==> src/sv/dsb_pkg.sv <==
package dsb_pkg;

    localparam int CHANNEL_COUNT_DEF = 4;
    localparam int MAX_DELAY_DEF     = 255;
    localparam int MAX_CHANNELS      = 4;

    localparam int SAMPLE_W   = 16;
    localparam int WEIGHT_W   = 16;
    localparam int DELAY_W    = 8;
    localparam int CFG_DATA_W = 16;
    localparam int CFG_IDX_W  = 3;
    localparam int FRAC_BITS  = 12;

    localparam int SAMPLE_MAX = 32767;
    localparam int SAMPLE_MIN = -32768;

    localparam logic [WEIGHT_W-1:0] WEIGHT_RESET = WEIGHT_W'(4096);
    localparam logic [DELAY_W-1:0]  DELAY_RESET  = '0;

    localparam int QUEUE_DEPTH = 4;
    localparam int Q_PTR_W     = $clog2(QUEUE_DEPTH);
    localparam int Q_CNT_W     = $clog2(QUEUE_DEPTH + 1);

    typedef enum logic [CFG_IDX_W-1:0] {
        CFG_WEIGHT_CH0,
        CFG_WEIGHT_CH1,
        CFG_WEIGHT_CH2,
        CFG_WEIGHT_CH3,
        CFG_DELAY_CH0,
        CFG_DELAY_CH1,
        CFG_DELAY_CH2,
        CFG_DELAY_CH3
    } cfg_index_t;

    typedef struct packed {
        logic signed [SAMPLE_W-1:0] sample_ch0;
        logic signed [SAMPLE_W-1:0] sample_ch1;
        logic signed [SAMPLE_W-1:0] sample_ch2;
        logic signed [SAMPLE_W-1:0] sample_ch3;
    } in_item_t;

    typedef struct packed {
        logic signed [SAMPLE_W-1:0] mixed_sample;
        logic                       overflow;
    } out_item_t;

    typedef struct packed {
        logic               empty;
        logic [Q_CNT_W-1:0] count;
    } q_status_t;

endpackage

==> src/sv/dsb_queue.sv <==
module dsb_queue import dsb_pkg::*; #(
    parameter int WIDTH = 64
) (
    input  logic             aclk,
    input  logic             aresetn,
    input  logic             push,
    input  logic [WIDTH-1:0] push_data,
    input  logic             pop,
    output logic [WIDTH-1:0] pop_data,
    output q_status_t        q_status
);

    logic [WIDTH-1:0]   entry_reg [QUEUE_DEPTH];
    logic [Q_PTR_W-1:0] wr_ptr_reg, wr_ptr_next;
    logic [Q_PTR_W-1:0] rd_ptr_reg, rd_ptr_next;
    logic [Q_CNT_W-1:0] count_reg, count_next;

    always_comb begin
        wr_ptr_next = wr_ptr_reg;
        rd_ptr_next = rd_ptr_reg;
        count_next  = count_reg;
        if (push) begin
            wr_ptr_next = (int'(wr_ptr_reg) == QUEUE_DEPTH - 1) ? '0 : wr_ptr_reg + 1'b1;
        end
        if (pop) begin
            rd_ptr_next = (int'(rd_ptr_reg) == QUEUE_DEPTH - 1) ? '0 : rd_ptr_reg + 1'b1;
        end
        if (push && !pop) begin
            count_next = count_reg + 1'b1;
        end else if (pop && !push) begin
            count_next = count_reg - 1'b1;
        end
    end

    always_ff @(posedge aclk) begin
        if (!aresetn) begin
            wr_ptr_reg <= '0;
            rd_ptr_reg <= '0;
            count_reg  <= '0;
        end else begin
            wr_ptr_reg <= wr_ptr_next;
            rd_ptr_reg <= rd_ptr_next;
            count_reg  <= count_next;
        end
    end

    always_ff @(posedge aclk) begin
        if (push) begin
            entry_reg[wr_ptr_reg] <= push_data;
        end
    end

    assign pop_data       = entry_reg[rd_ptr_reg];
    assign q_status.empty = (count_reg == '0);
    assign q_status.count = count_reg;

endmodule

==> config.mk <==
export PLATFORM = sky130hd
export DESIGN_NAME = dsb_queue
export DESIGN_NICKNAME = d
export VERILOG_FILES = /design/src/sv/dsb_pkg.sv /design/src/sv/dsb_queue.sv
export SDC_FILE = /design/constraint.sdc
export NUM_CORES = 1
export LEC_CHECK = 0
export BUFFER_PORTS_ARGS = -buffer_cell sky130_fd_sc_hd__buf_4
export CAP_MARGIN = 25
export CORE_MARGIN = 10
export CORE_UTILIZATION = 40
export DETAILED_ROUTE_END_ITERATION = 8
export SKIP_CTS_REPAIR_TIMING = 1
export SKIP_LAST_GASP = 1
export SLEW_MARGIN = 40
export SYNTH_ARGS = -nofsm -noshare
export SYNTH_HDL_FRONTEND = slang
export SYNTH_SLANG_ARGS = --single-unit
==> constraint.sdc <==
create_clock -name aclk -period 2.5 [get_ports aclk]
set_clock_uncertainty 0.2 [all_clocks]
set_input_delay 0.5 -clock aclk [delete_from_list [all_inputs] [get_ports aclk]]
set_output_delay 0.5 -clock aclk [all_outputs]
set_load 0.05 [all_outputs]
# [Yosys cells after proc, flatten, opt, wreduce, memory -nomap -nowiden]
# Memory sizes are Yosys's and may differ from the RTL's. A register that Yosys moved wholly into a read port is not among the register bits.
# Cells that the tools add are included.
[op_classes] addsub=4 n_eq_ne=2 reduce_logical=6 muxes=8
[ops] operator="$mux 2" count=4
[ops] operator="$mux 3" count=2
[ops] operator="$add 2x1->2 const B" count=2
[ops] operator="$eq 2x1->1 const B" count=2
[ops] operator="$add 3x1->3 const B" count=1
[ops] operator="$logic_not 3->1" count=1
[ops] operator="$sub 3x1->3 const B" count=1
[ops] operator="$logic_and 1x1->1" count=2
[ops] operator="$logic_not 1->1" count=2
[ops] operator="$mux 1" count=2
[ops] operator="$reduce_bool 2->1" count=1
[totals] ramBits=256 memories=1 reg_bits=7 word_cells=24
[memory_table] memory="entry_reg" words=4 word_bits=64 read_ports=1 rd_clocked_by_memory_dff=1 wr=1 line="dsb_queue.sv:13" text="logic [WIDTH-1:0] entry_reg [QUEUE_DEPTH];"

# [Logic depth before layout (Yosys ltp)]
[logic_depth] ltp_word=4 mapped_depth=7 depth_no_buf=7

# [Worst setup path after synthesis]
# Ideal clock, no wire load.
[synth_timing] path_type="register to register" from="register wr_ptr_reg[0]" to="memory entry_reg[3][0], enable pin" setup_ps=428 path_slack_ps=-183 required_ps=1872 arrival_time_ps=2054 path_stages_with_launch=3 path_cell_list="dfxtp_1 ha_1 and2_1"
[synth_rtl] element="start, declared" line="dsb_queue.sv:14" text="logic [Q_PTR_W-1:0] wr_ptr_reg, wr_ptr_next;"
[synth_rtl] element="start signal, assigned" line="dsb_queue.sv:41" text="wr_ptr_reg <= wr_ptr_next;"
[synth_rtl] element="end, declared" line="dsb_queue.sv:13"
# No word-level cell before the write port.

==> metrics.csv <==
stage,metric,value,unit
clock_network,cts_buffer_depth,3,
cells_and_area,nNetsFinal,700,
critical_path,crit_required,1.80,ns
sta,worst_pin_slew,0.518,ns
clock_network,htree_levels,1,
logic_synthesis,synth_area_leader_cell,edfxtp_1,
cells_and_area,largest_reg_flops,256,
cells_and_area,fin_util,55.4,%
clock_network,cts_tree,yes,
detailed_routing,via_count,4756,
logic_synthesis,synth.distinct_cells,22,
place,hpwl,11700,um
die,rows,57,
critical_path,cp-end-kind,primary output,
logic_synthesis,yosysWarnings,0,
place,gp_congestion,0.693,
logic_synthesis,ys_seq_elements,265,
cells_and_area,area_growth,37.2,%
logic_synthesis,yosysSeqAreaShare,80.6,%
global_routing,grtUsageTotal,12.2,%
clock_network,cts_root_buffer,clkbuf_16,
sta,hold_slack,0.0432,ns
sta,rsz0062_at_grt,yes,
sta,finalMaxSlewViolations,0,
sta,slew_headroom,65.4,%
place,dp_cells,835,
critical_path,rr_endpoint,entry_reg[3][2],
die,core,24200,um2
min_path,hp-class,in2reg,
min_path,worstHoldStart,aresetn,
logic_synthesis,synth_fp_nets,452,
detailed_routing,drt_wl_total,20400,um
critical_path,crit_fanout,6,
detailed_routing,detail_route.wl_per_cell,21.0,um
die,die_w,176,um
clock_network,clkTransAtPathRegs,0.06,ns
detailed_routing,antenna_left,0,
cells_and_area,fin_cells,971,
critical_path,worstPathArrival,1.97,ns
die,initial_core_util,40.4,%
critical_path,rrSetupSlack,0.69,ns
sta,finalSetupTns,-7.90,ns
logic_synthesis,ys_async_sr_fraction,0,%
logic_synthesis,synth_most_common_cell,edfxtp_1,
logic_synthesis,syn_inst,377,
outcome,violations,setup timing,
clock_network,cts_made_buffers,27,
place,place_area,11300,um2
logic_synthesis,synth_edf_count,256,
global_routing,grt_pass1_vias,5033,
critical_path,crit_path_end,pop_data[39],
detailed_routing,firstDrtPassIters,4,
clock_network,clock-sinks,265,
sta,setup_viol,64,
place,io_buffers,135,
critical_path,r2r-start,wr_ptr_reg[0],
logic_synthesis,avgSynthCellArea,25.9,um2
critical_path,start_kind,register,
power,ir_drop,482,uV
outcome,status,"complete, but fails checks",
critical_path,crit_type,reg2out,
clock_network,clock_latency,0.52,ns
logic_synthesis,yosys-top-cells-count,"256 x edfxtp_1, 60 x mux4_2, 9 x dfxtp_1",
die,chipHeight,176,um
run,cap_violations,0,
sta,hold_viol,0,
cells_and_area,drive_gt1_share,42.9,%
detailed_routing,via_per_inst,4.90,
die,die_area,31100,um2
sta,fin_crit_sh,107,%
sta,fmax,374,MHz
logic_synthesis,synth_area_leaders,"edfxtp_1 79%, mux4_2 14%, dfxtp_1 1.8%",
sta,period_needed,2.67,ns
logic_synthesis,synth_top_area_share,78.8,%
detailed_routing,drtIter0Drc,223,
logic_synthesis,ys.flop_type,edfxtp_1,
global_routing,overflow,0,
global_routing,grt_pass1_wl,29100,um
global_routing,antenna_found_initial,1,
cells_and_area,nFillCells,1845,
power,power_leakage,4.64,nW
detailed_routing,drc,0,
die,pin_count,136,
power,power_density,820,nW/um2
critical_path,rr_worst_depth,3,
cells_and_area,finalInstanceArea,13400,um2
global_routing,grt_start_max_net_pins,35,
logic_synthesis,syn_area,9760,um2
sta,setup_slack,-0.172,ns
-- through the flow --
| step | total power [mW] | worst slack, ns |
|---|---|---|
| finish | 11.0 | -0.172 |
| global route | 11.4 | -0.246 |
| CTS | 10.8 | -0.250 |
| detailed placement | 6.73 | 0.259 |
| global placement | 6.70 | 0.336 |
| floorplan | 6.21 | 0.132 |
-- metal layers --
metal,wire length [um],GRT usage [%]
met1,8670,14.9
met2,10300,20.5
met3,1200,3.93
met4,276,2.90
met5,0,0
-- power by group --
group / total [mW] / internal (mW) / switching [mW]
Combinational: 1.77 / 0.754 / 1.01
Sequential: 5.14 / 5.09 / 0.0556
Clock: 4.08 / 2.49 / 1.58
-- critical path, stage by stage (launching register included) --
cell and delay, ns:
dfxtp_4 0.40, buf_12 0.11, clkbuf_16 0.14, buf_4 0.11
mux4_2 0.51, buf_6 0.17
-- layout by cell type (no fill, tap or decap), drive strengths merged, types with 5 or more instances in the layout --
cell / n
and2: 5
buf: 164
bufinv: 5
clkbuf: 37
clkinv: 11
dfxtp: 9
dlygate4sd3: 64
edfxtp: 256
ha: 6
inv: 5
mux4: 64
nor2b: 5
-- how the worst min path moves through the flow --
stage	slack (ns)	end	depth (start not counted)
floorplan	0.31	register	2
global placement	0.30	count_reg[2]	2
global route	0.03	count_reg[0]	2
detailed placement	0.34	count_reg[2]	2
finish	0.04	count_reg[0]	2
CTS	-0.06	entry_reg[3][38]	1
-- cells by family (layout without fill, tap and decap cells) --
family                     count (synthesis)  count (layout)  share of synthesized area (%)
buffers and inverters                     18             287                           1.86
xor gates and xnor gates                   2               2                          0.179
other                                      0               1                              0
DFF                                      265             265                           80.6
muxes                                     68              68                           15.3
and+or+nand+nor                           14              14                          0.846
AOI/OAI and AO/OA                          3               3                          0.205
adders and majority gates                  7               7                          0.974
-- final cells by class --
class	instances	area, um2	share of cell area [%]
Inverter	4	15.0	0.112
Sequential cell	265	7880	58.8
Multi-Input combinational cell	94	1710	12.8
Tap cell	324	405	3.03
Clock inverter	18	215	1.61
Clock buffer	32	694	5.18
Timing Repair Buffer	233	2470	18.5
Antenna cell	1	2.50	0.0187
(Power assumes the default switching activity.)
