===== src/sv/dsb_pkg.sv =====
package dsb_pkg;

    localparam int CHANNEL_COUNT_DEF = 4;
    localparam int MAX_DELAY_DEF     = 255;
    localparam int MAX_CHANNELS      = 4;

    localparam int SAMPLE_W   = 16;
    localparam int WEIGHT_W   = 16;
    localparam int DELAY_W    = 8;
    localparam int CFG_DATA_W = 16;
    localparam int CFG_IDX_W  = 3;
    localparam int FRAC_BITS  = 12;

    localparam int SAMPLE_MAX = 32767;
    localparam int SAMPLE_MIN = -32768;

    localparam logic [WEIGHT_W-1:0] WEIGHT_RESET = WEIGHT_W'(4096);
    localparam logic [DELAY_W-1:0]  DELAY_RESET  = '0;

    localparam int QUEUE_DEPTH = 4;
    localparam int Q_PTR_W     = $clog2(QUEUE_DEPTH);
    localparam int Q_CNT_W     = $clog2(QUEUE_DEPTH + 1);

    typedef enum logic [CFG_IDX_W-1:0] {
        CFG_WEIGHT_CH0,
        CFG_WEIGHT_CH1,
        CFG_WEIGHT_CH2,
        CFG_WEIGHT_CH3,
        CFG_DELAY_CH0,
        CFG_DELAY_CH1,
        CFG_DELAY_CH2,
        CFG_DELAY_CH3
    } cfg_index_t;

    typedef struct packed {
        logic signed [SAMPLE_W-1:0] sample_ch0;
        logic signed [SAMPLE_W-1:0] sample_ch1;
        logic signed [SAMPLE_W-1:0] sample_ch2;
        logic signed [SAMPLE_W-1:0] sample_ch3;
    } in_item_t;

    typedef struct packed {
        logic signed [SAMPLE_W-1:0] mixed_sample;
        logic                       overflow;
    } out_item_t;

    typedef struct packed {
        logic               empty;
        logic [Q_CNT_W-1:0] count;
    } q_status_t;

endpackage


===== src/sv/dsb_back.sv =====
module dsb_back import dsb_pkg::*; #(
    parameter int CHANNEL_COUNT = CHANNEL_COUNT_DEF
) (
    input  logic                                  aclk,
    input  logic                                  aresetn,
    input  q_status_t                             q_status,
    input  logic [CHANNEL_COUNT*SAMPLE_W-1:0]     pop_data,
    output logic                                  pop,
    input  logic [MAX_CHANNELS-1:0][WEIGHT_W-1:0] weights,
    output logic                                  m_valid,
    input  logic                                  m_ready,
    output out_item_t                             m_data
);

    localparam int PROD_W = SAMPLE_W + WEIGHT_W;
    localparam int SUM_W  = PROD_W + $clog2(CHANNEL_COUNT);
    localparam int Y_W    = SUM_W - FRAC_BITS;

    localparam logic signed [SUM_W-1:0] ROUND_HALF = SUM_W'(1 << (FRAC_BITS - 1));
    localparam logic signed [Y_W-1:0]   Y_MAX      = Y_W'(SAMPLE_MAX);
    localparam logic signed [Y_W-1:0]   Y_MIN      = Y_W'(SAMPLE_MIN);

    logic advance;

    logic signed [PROD_W-1:0] prod_reg [CHANNEL_COUNT];
    logic signed [SUM_W-1:0]  sum_reg, sum_next;
    logic signed [SUM_W-1:0]  rounded;
    logic signed [Y_W-1:0]    y_floor;
    out_item_t                out_reg, out_next;

    logic prod_valid_reg, prod_valid_next;
    logic sum_valid_reg, sum_valid_next;
    logic out_valid_reg, out_valid_next;

    // The whole pipeline moves together and freezes while the output item waits.
    assign advance = !out_valid_reg || m_ready;
    assign pop     = advance && !q_status.empty;

    always_comb begin
        sum_next = '0;
        for (int c = 0; c < CHANNEL_COUNT; c++) begin
            sum_next = sum_next + SUM_W'(prod_reg[c]);
        end
    end

    // Adding half and dropping the fraction rounds ties upward.
    always_comb begin
        rounded  = sum_reg + ROUND_HALF;
        y_floor  = $signed(rounded[SUM_W-1:FRAC_BITS]);
        out_next = '0;
        if (y_floor > Y_MAX) begin
            out_next.mixed_sample = SAMPLE_W'(SAMPLE_MAX);
            out_next.overflow     = 1'b1;
        end else if (y_floor < Y_MIN) begin
            out_next.mixed_sample = SAMPLE_W'(SAMPLE_MIN);
            out_next.overflow     = 1'b1;
        end else begin
            out_next.mixed_sample = y_floor[SAMPLE_W-1:0];
            out_next.overflow     = 1'b0;
        end
    end

    always_comb begin
        prod_valid_next = prod_valid_reg;
        sum_valid_next  = sum_valid_reg;
        out_valid_next  = out_valid_reg;
        if (advance) begin
            prod_valid_next = pop;
            sum_valid_next  = prod_valid_reg;
            out_valid_next  = sum_valid_reg;
        end
    end

    always_ff @(posedge aclk) begin
        if (!aresetn) begin
            prod_valid_reg <= 1'b0;
            sum_valid_reg  <= 1'b0;
            out_valid_reg  <= 1'b0;
        end else begin
            prod_valid_reg <= prod_valid_next;
            sum_valid_reg  <= sum_valid_next;
            out_valid_reg  <= out_valid_next;
        end
    end

    always_ff @(posedge aclk) begin
        if (advance) begin
            for (int c = 0; c < CHANNEL_COUNT; c++) begin
                prod_reg[c] <= $signed(weights[c]) * $signed(pop_data[c*SAMPLE_W +: SAMPLE_W]);
            end
            sum_reg <= sum_next;
            out_reg <= out_next;
        end
    end

    assign m_valid = out_valid_reg;
    assign m_data  = out_reg;

endmodule


===== config.mk =====
export PLATFORM = sky130hd
export DESIGN_NAME = dsb_back
export DESIGN_NICKNAME = d
export VERILOG_FILES = /design/src/sv/dsb_pkg.sv /design/src/sv/dsb_back.sv
export SDC_FILE = /design/constraint.sdc
export NUM_CORES = 2
export LEC_CHECK = 0
export ABC_AREA = 1
export BUFFER_PORTS_ARGS = -buffer_cell sky130_fd_sc_hd__buf_2
export CAP_MARGIN = 25
export CELL_PAD_IN_SITES_DETAIL_PLACEMENT = 0
export CELL_PAD_IN_SITES_GLOBAL_PLACEMENT = 1
export CORE_MARGIN = 1
export CORE_UTILIZATION = 54
export DETAILED_ROUTE_END_ITERATION = 7
export PLACE_DENSITY = 0.86
export SYNTH_ARGS = -nofsm -noshare
export SYNTH_HDL_FRONTEND = slang
export SYNTH_SLANG_ARGS = --single-unit

===== constraint.sdc =====
create_clock -name aclk -period 11.43 [get_ports aclk]
set_clock_uncertainty 0.05 [all_clocks]
set_input_delay 2.286 -clock aclk [delete_from_list [all_inputs] [get_ports aclk]]
set_output_delay 2.286 -clock aclk [all_outputs]
set_load 0.01 [all_outputs]

Word level (Yosys, flattened, before mapping). Memory sizes are Yosys's and may differ from the RTL's. Index checks and enable logic that the tools add are counted. W data, S select, Z words.

Reduce and logical (&&, ||, !) cells: 4. Multiplexer cells: 3. Order comparisons: 2. Multipliers: 4. $add $sub $neg: 4.

Operators with widths (number): $mul A16 B16 Y32 (4); $add A33 B32 Y34 (1); $add A34 B13 Y34 const B (1); $add A34 B32 Y34 (1); $add A32 B32 Y33 (1); $gt A22 B16 Y1 const B (1); $lt A22 B16 Y1 const B (1); $mux W17 (1); $logic_not A1 Y1 (2); $mux W1 (2); $logic_and A1 B1 Y1 (1); $logic_or A1 B1 Y1 (1).

RAM bits: 128. Output and inout port bits: 19. Input bits: 135. Memories kept: 1. Register bits: 54. Word-level logic and storage cells: 24.

Memory list: prod_reg (words 4, bits a word 32, read ports 4, clocked after Yosys merged registers in 0, wr ports 4, RTL line dsb_back.sv:25) `logic signed [PROD_W-1:0] prod_reg [CHANNEL_COUNT];`.

Depth between registers and ports, before layout.
Depth in word-level cells: 4. Depth in mapped cells: 27.

Worst setup path after synthesis. OpenSTA, ideal clock, no wires.

Kind: input to register. Start point: input pop_data[50]. End point: memory prod_reg[3][31] (netlist name), data pin. Stages: 21. Data required time: 11127 ps. Path buffers: 2. Arrival: 7599 ps. Setup slack: 3528 ps. Library setup time: 253 ps. Cell sequence: clkbuf_1 > clkbuf_1 > nand2_1 > fa_1 > inv_1 > fa_1 > inv_1 > fa_1 > fa_1 > fa_1 > fa_1 > inv_1 > ha_1 > inv_1 > nor3_1 > nand2_1 > or2_2 > nand3_1 > inv_1 > nand2_1 > nand2_1.

RTL lines: start: declaration (RTL line dsb_back.sv:7) `input logic [CHANNEL_COUNT*SAMPLE_W-1:0] pop_data,`; end: declaration (RTL line dsb_back.sv:25).

==> metrics.md <==
| Metric | Value |
|---|---|
| Clock Path Buffers | 2 |
| Final ANT Viol Nets | 0 |
| Crit path capture type | flip-flop |
| H-tree depth | 4 |
| I/O pin total | 154 |
| Delay-heaviest family, CP | adder cells |
| Endpoint, Worst Hold | m_valid |
| CTS tree | done |
| FF-to-FF End | sum_reg[32] |
| Sequential area share after synthesis | 10.01% |
| Postcts setup bufs | 0 |
| Max-slew violations | 0 |
| CTS sink count | approximately 170 |
| Final hold vios | 0 |
| Max reg flops | 128 |
| Final #Nets | approximately 7800 |
| Status | completed |
| R2R depth | 11 |
| Most common cell in the netlist | inv_1 |
| Slew headroom | 38.58% |
| Post-Syn Area | 50980 µm² |
| Share of the synthesized area in the top cell type | 43.67% |
| Async SR Flop Fraction | 0% |
| Final setup fails | 0 |
| Hold buffers post-CTS | 0 |
| Syn Nets | 7839 |
| Critical path class | in2reg |
| Main flop type after synthesis | edfxtp_1 |
| Slowest CP cell | fa_1 |
| Fmax achieved | 0.1259 GHz |
| Slew @ Worst Pin | 921.3 ps |
| Crit-path cells | buf_2 -> nand2_1 -> fa_1 -> inv_1 -> fa_1 -> inv_1 -> fa_1 -> fa_1 -> fa_1 -> fa_1 -> inv_1 -> ha_1 -> inv_1 -> nor3_1 -> nand2_1 -> or2_2 -> nand3_1 -> inv_1 -> nand2_1 -> nand2_1 |
| Max incr delay on CP | 720 ps |
| EDFF count, synth | 168 |
| Starting density of the core | 54.54% |
| Row count | 112 |
| Clk slew on worst S/H paths | 70 ps |
| Via density per instance | between 5 and 6 |
| Post-synth top area cell | fa_1 |
| Post-route setup TNS | 0 ps |
| Port Buf Inserts | 150 |
| Worst flop-to-flop path startpoint | prod_reg[3][15] |
| Cells after Synth | just over 6000 |
| Die Y | 309.2 µm |
| Die area | 95630 µm² |
| GR Util All Layers | about 27% |
| Detailed Route WL | 121100 µm |
| Area Growth Syn to Fin | 3.944% |
| Yosys Warn Count | 0 |
| Critical Path Start Type | input pin |
| CTS resizes | 0 |
| Layout cells sized above 1 | 3.704% |
| Num CTS Buffers | 17 |
| Via count | 37750 |
| Post-synth top cells | 1842 x inv_1, 1499 x nand2_1, 1112 x fa_1, 360 x ha_1, 264 x nor2_1 |
| Clock Latency Late Sink | 460 ps |
| Number of global-route vias before repair | about 40000 |
| Pin count of the biggest net entering global routing | 103 |
| Crit Path Max Fanout | 16 |
| RSZ-0062 raised after global routing | no |
| Hold depth | 2 |
| GPL Wtd Cong | 0.9312 |
| Hold WC Path Type | reg2reg |
| Worst path most repeated cell | fa_1 |
| 1st-iter DRT viols | about 2300 |
| Global-route wire length before repair | 204400 µm |
| Die W | ~300 µm |
| Distinct cell type count after synthesis | 38 |
| Fillers | 8782 |
| Worst EP required | 11580 ps |
| Largest cells by area after synthesis | fa_1 44%, inv_1 14%, nand2_1 11% |
| Core area | 93470 µm² |
| Root buffer cell | clkbuf_16 |
| Mapped Avg Cell Area | 8.180 µm² |
| FF+latch count, synth | approximately 170 |
| Initial antenna violation count | 1 |
| Grt total ovfl | 0 |
| HPWL Detailed | 104800 µm |
| First drt pass iteration count | 6 |
| Crit. path cell count | 20 |
| Reg2reg setup slack | 7970 ps |
| Number of remaining DRC errors | 0 |
| Worst Path Arrival | 8100 ps |
| Min Clock Period, post-route | 7945 ps |
| Buffers & Inverters on Critical Path | 6 |
| Number of max-cap violations | 0 |
| Hold wc startpoint | sum_valid_reg |
| Routed len/inst | 16.29 µm |
| Diode count | 0 |
| Period utilization | between 60% and 70% |
how the worst max path moves through the flow:
stage | slack [ps] | endpoint | from
floorplan | 3530 | prod_reg[3][31] | pop_data[50]
global placement | 3090 | prod_reg[3][31] | pop_data[50]
detailed placement | 3060 | prod_reg[3][31] | pop_data[50]
CTS | 3500 | prod_reg[3][31] | pop_data[50]
global route | 3130 | prod_reg[3][31] | pop_data[50]
finish | 3480 | prod_reg[3][31] | pop_data[50]
cell families (layout without fill, tap and decap cells):
| group | Yosys count | in the layout | share of synthesized area, % |
|---|---|---|---|
| compound gates | 337 | 337 | 3.701 |
| buf+inv | 2076 | 2026 | 15.34 |
| xor+xnor | 151 | 151 | 2.594 |
| flops | 171 | 171 | 10.01 |
| fa+ha+maj | 1472 | 1472 | 52.51 |
| simple gates | 2025 | 2025 | 15.84 |
worst min-delay path, delay by kind of cell, from the launching register on:
family | cells | cell delay, ps
compound gates | 1 | 60
buf+inv | 1 | 60
flops | 1 | 300
layout by cell type, fill, tap and decap left out, types with 3 or more instances in the layout:
cell type / n
a21boi_0: 13
a21o_1: 26
a21oi_1: 162
a31oi_1: 9
and2_1: 3
and3_1: 7
buf_2: 150
clkbuf_16: 17
clkinvlp_4: 3
dfxtp_1: 3
edfxtp_1: 168
fa_1: 1112
ha_1: 360
inv_1: 1841
inv_6: 6
inv_8: 3
nand2_1: 1499
nand2_2: 5
nand3_1: 128
nand3b_1: 5
nand4_1: 38
nor2_1: 264
nor2_2: 9
nor3_1: 30
nor4_1: 3
o211ai_1: 5
o21ai_0: 89
o21bai_1: 28
or2_2: 28
xnor2_1: 44
xor2_1: 107
layout make-up:
class	count	area [µm²]	area share, %
inverters	1843	6923	13.07
clock inverters	14	151.4	0.2857
multi-input cells	3985	38050	71.81
flip-flops and latches	171	5105	9.634
repair buffers	151	758.2	1.431
well taps	1254	1569	2.961
clock buffers	18	429.2	0.8099
metrics by stage:
| step | worst slack, ps | utilization (%) | cells | hold WS [ps] | instance area [µm²] |
|---|---|---|---|---|---|
| after floorplan | 3528 | - | 6232 | 379.1 | 50980 |
| after global placement | 3092 | 56.07 | 7404 | 391.9 | 52410 |
| after detailed placement | 3059 | 56.07 | 7404 | 400.0 | 52410 |
| after CTS | 3503 | 56.69 | 7436 | 410.4 | 52990 |
| after global routing | 3135 | 56.69 | 7436 | 431.2 | 52990 |
| final | 3485 | 56.69 | 7436 | 404.9 | 52990 |
layer usage:
layer	vias up	global-route usage (%)	part of all wire [%]
li1	17740	-	-
met1	18960	37.69	45
met2	910	46.23	49
met3	140	2.780	4.8
met4	0	5.146	1.7
met5	-	0	0
Power is not shown: default switching activity piles up to over one toggle a cycle in this logic, so the estimate is an artifact.
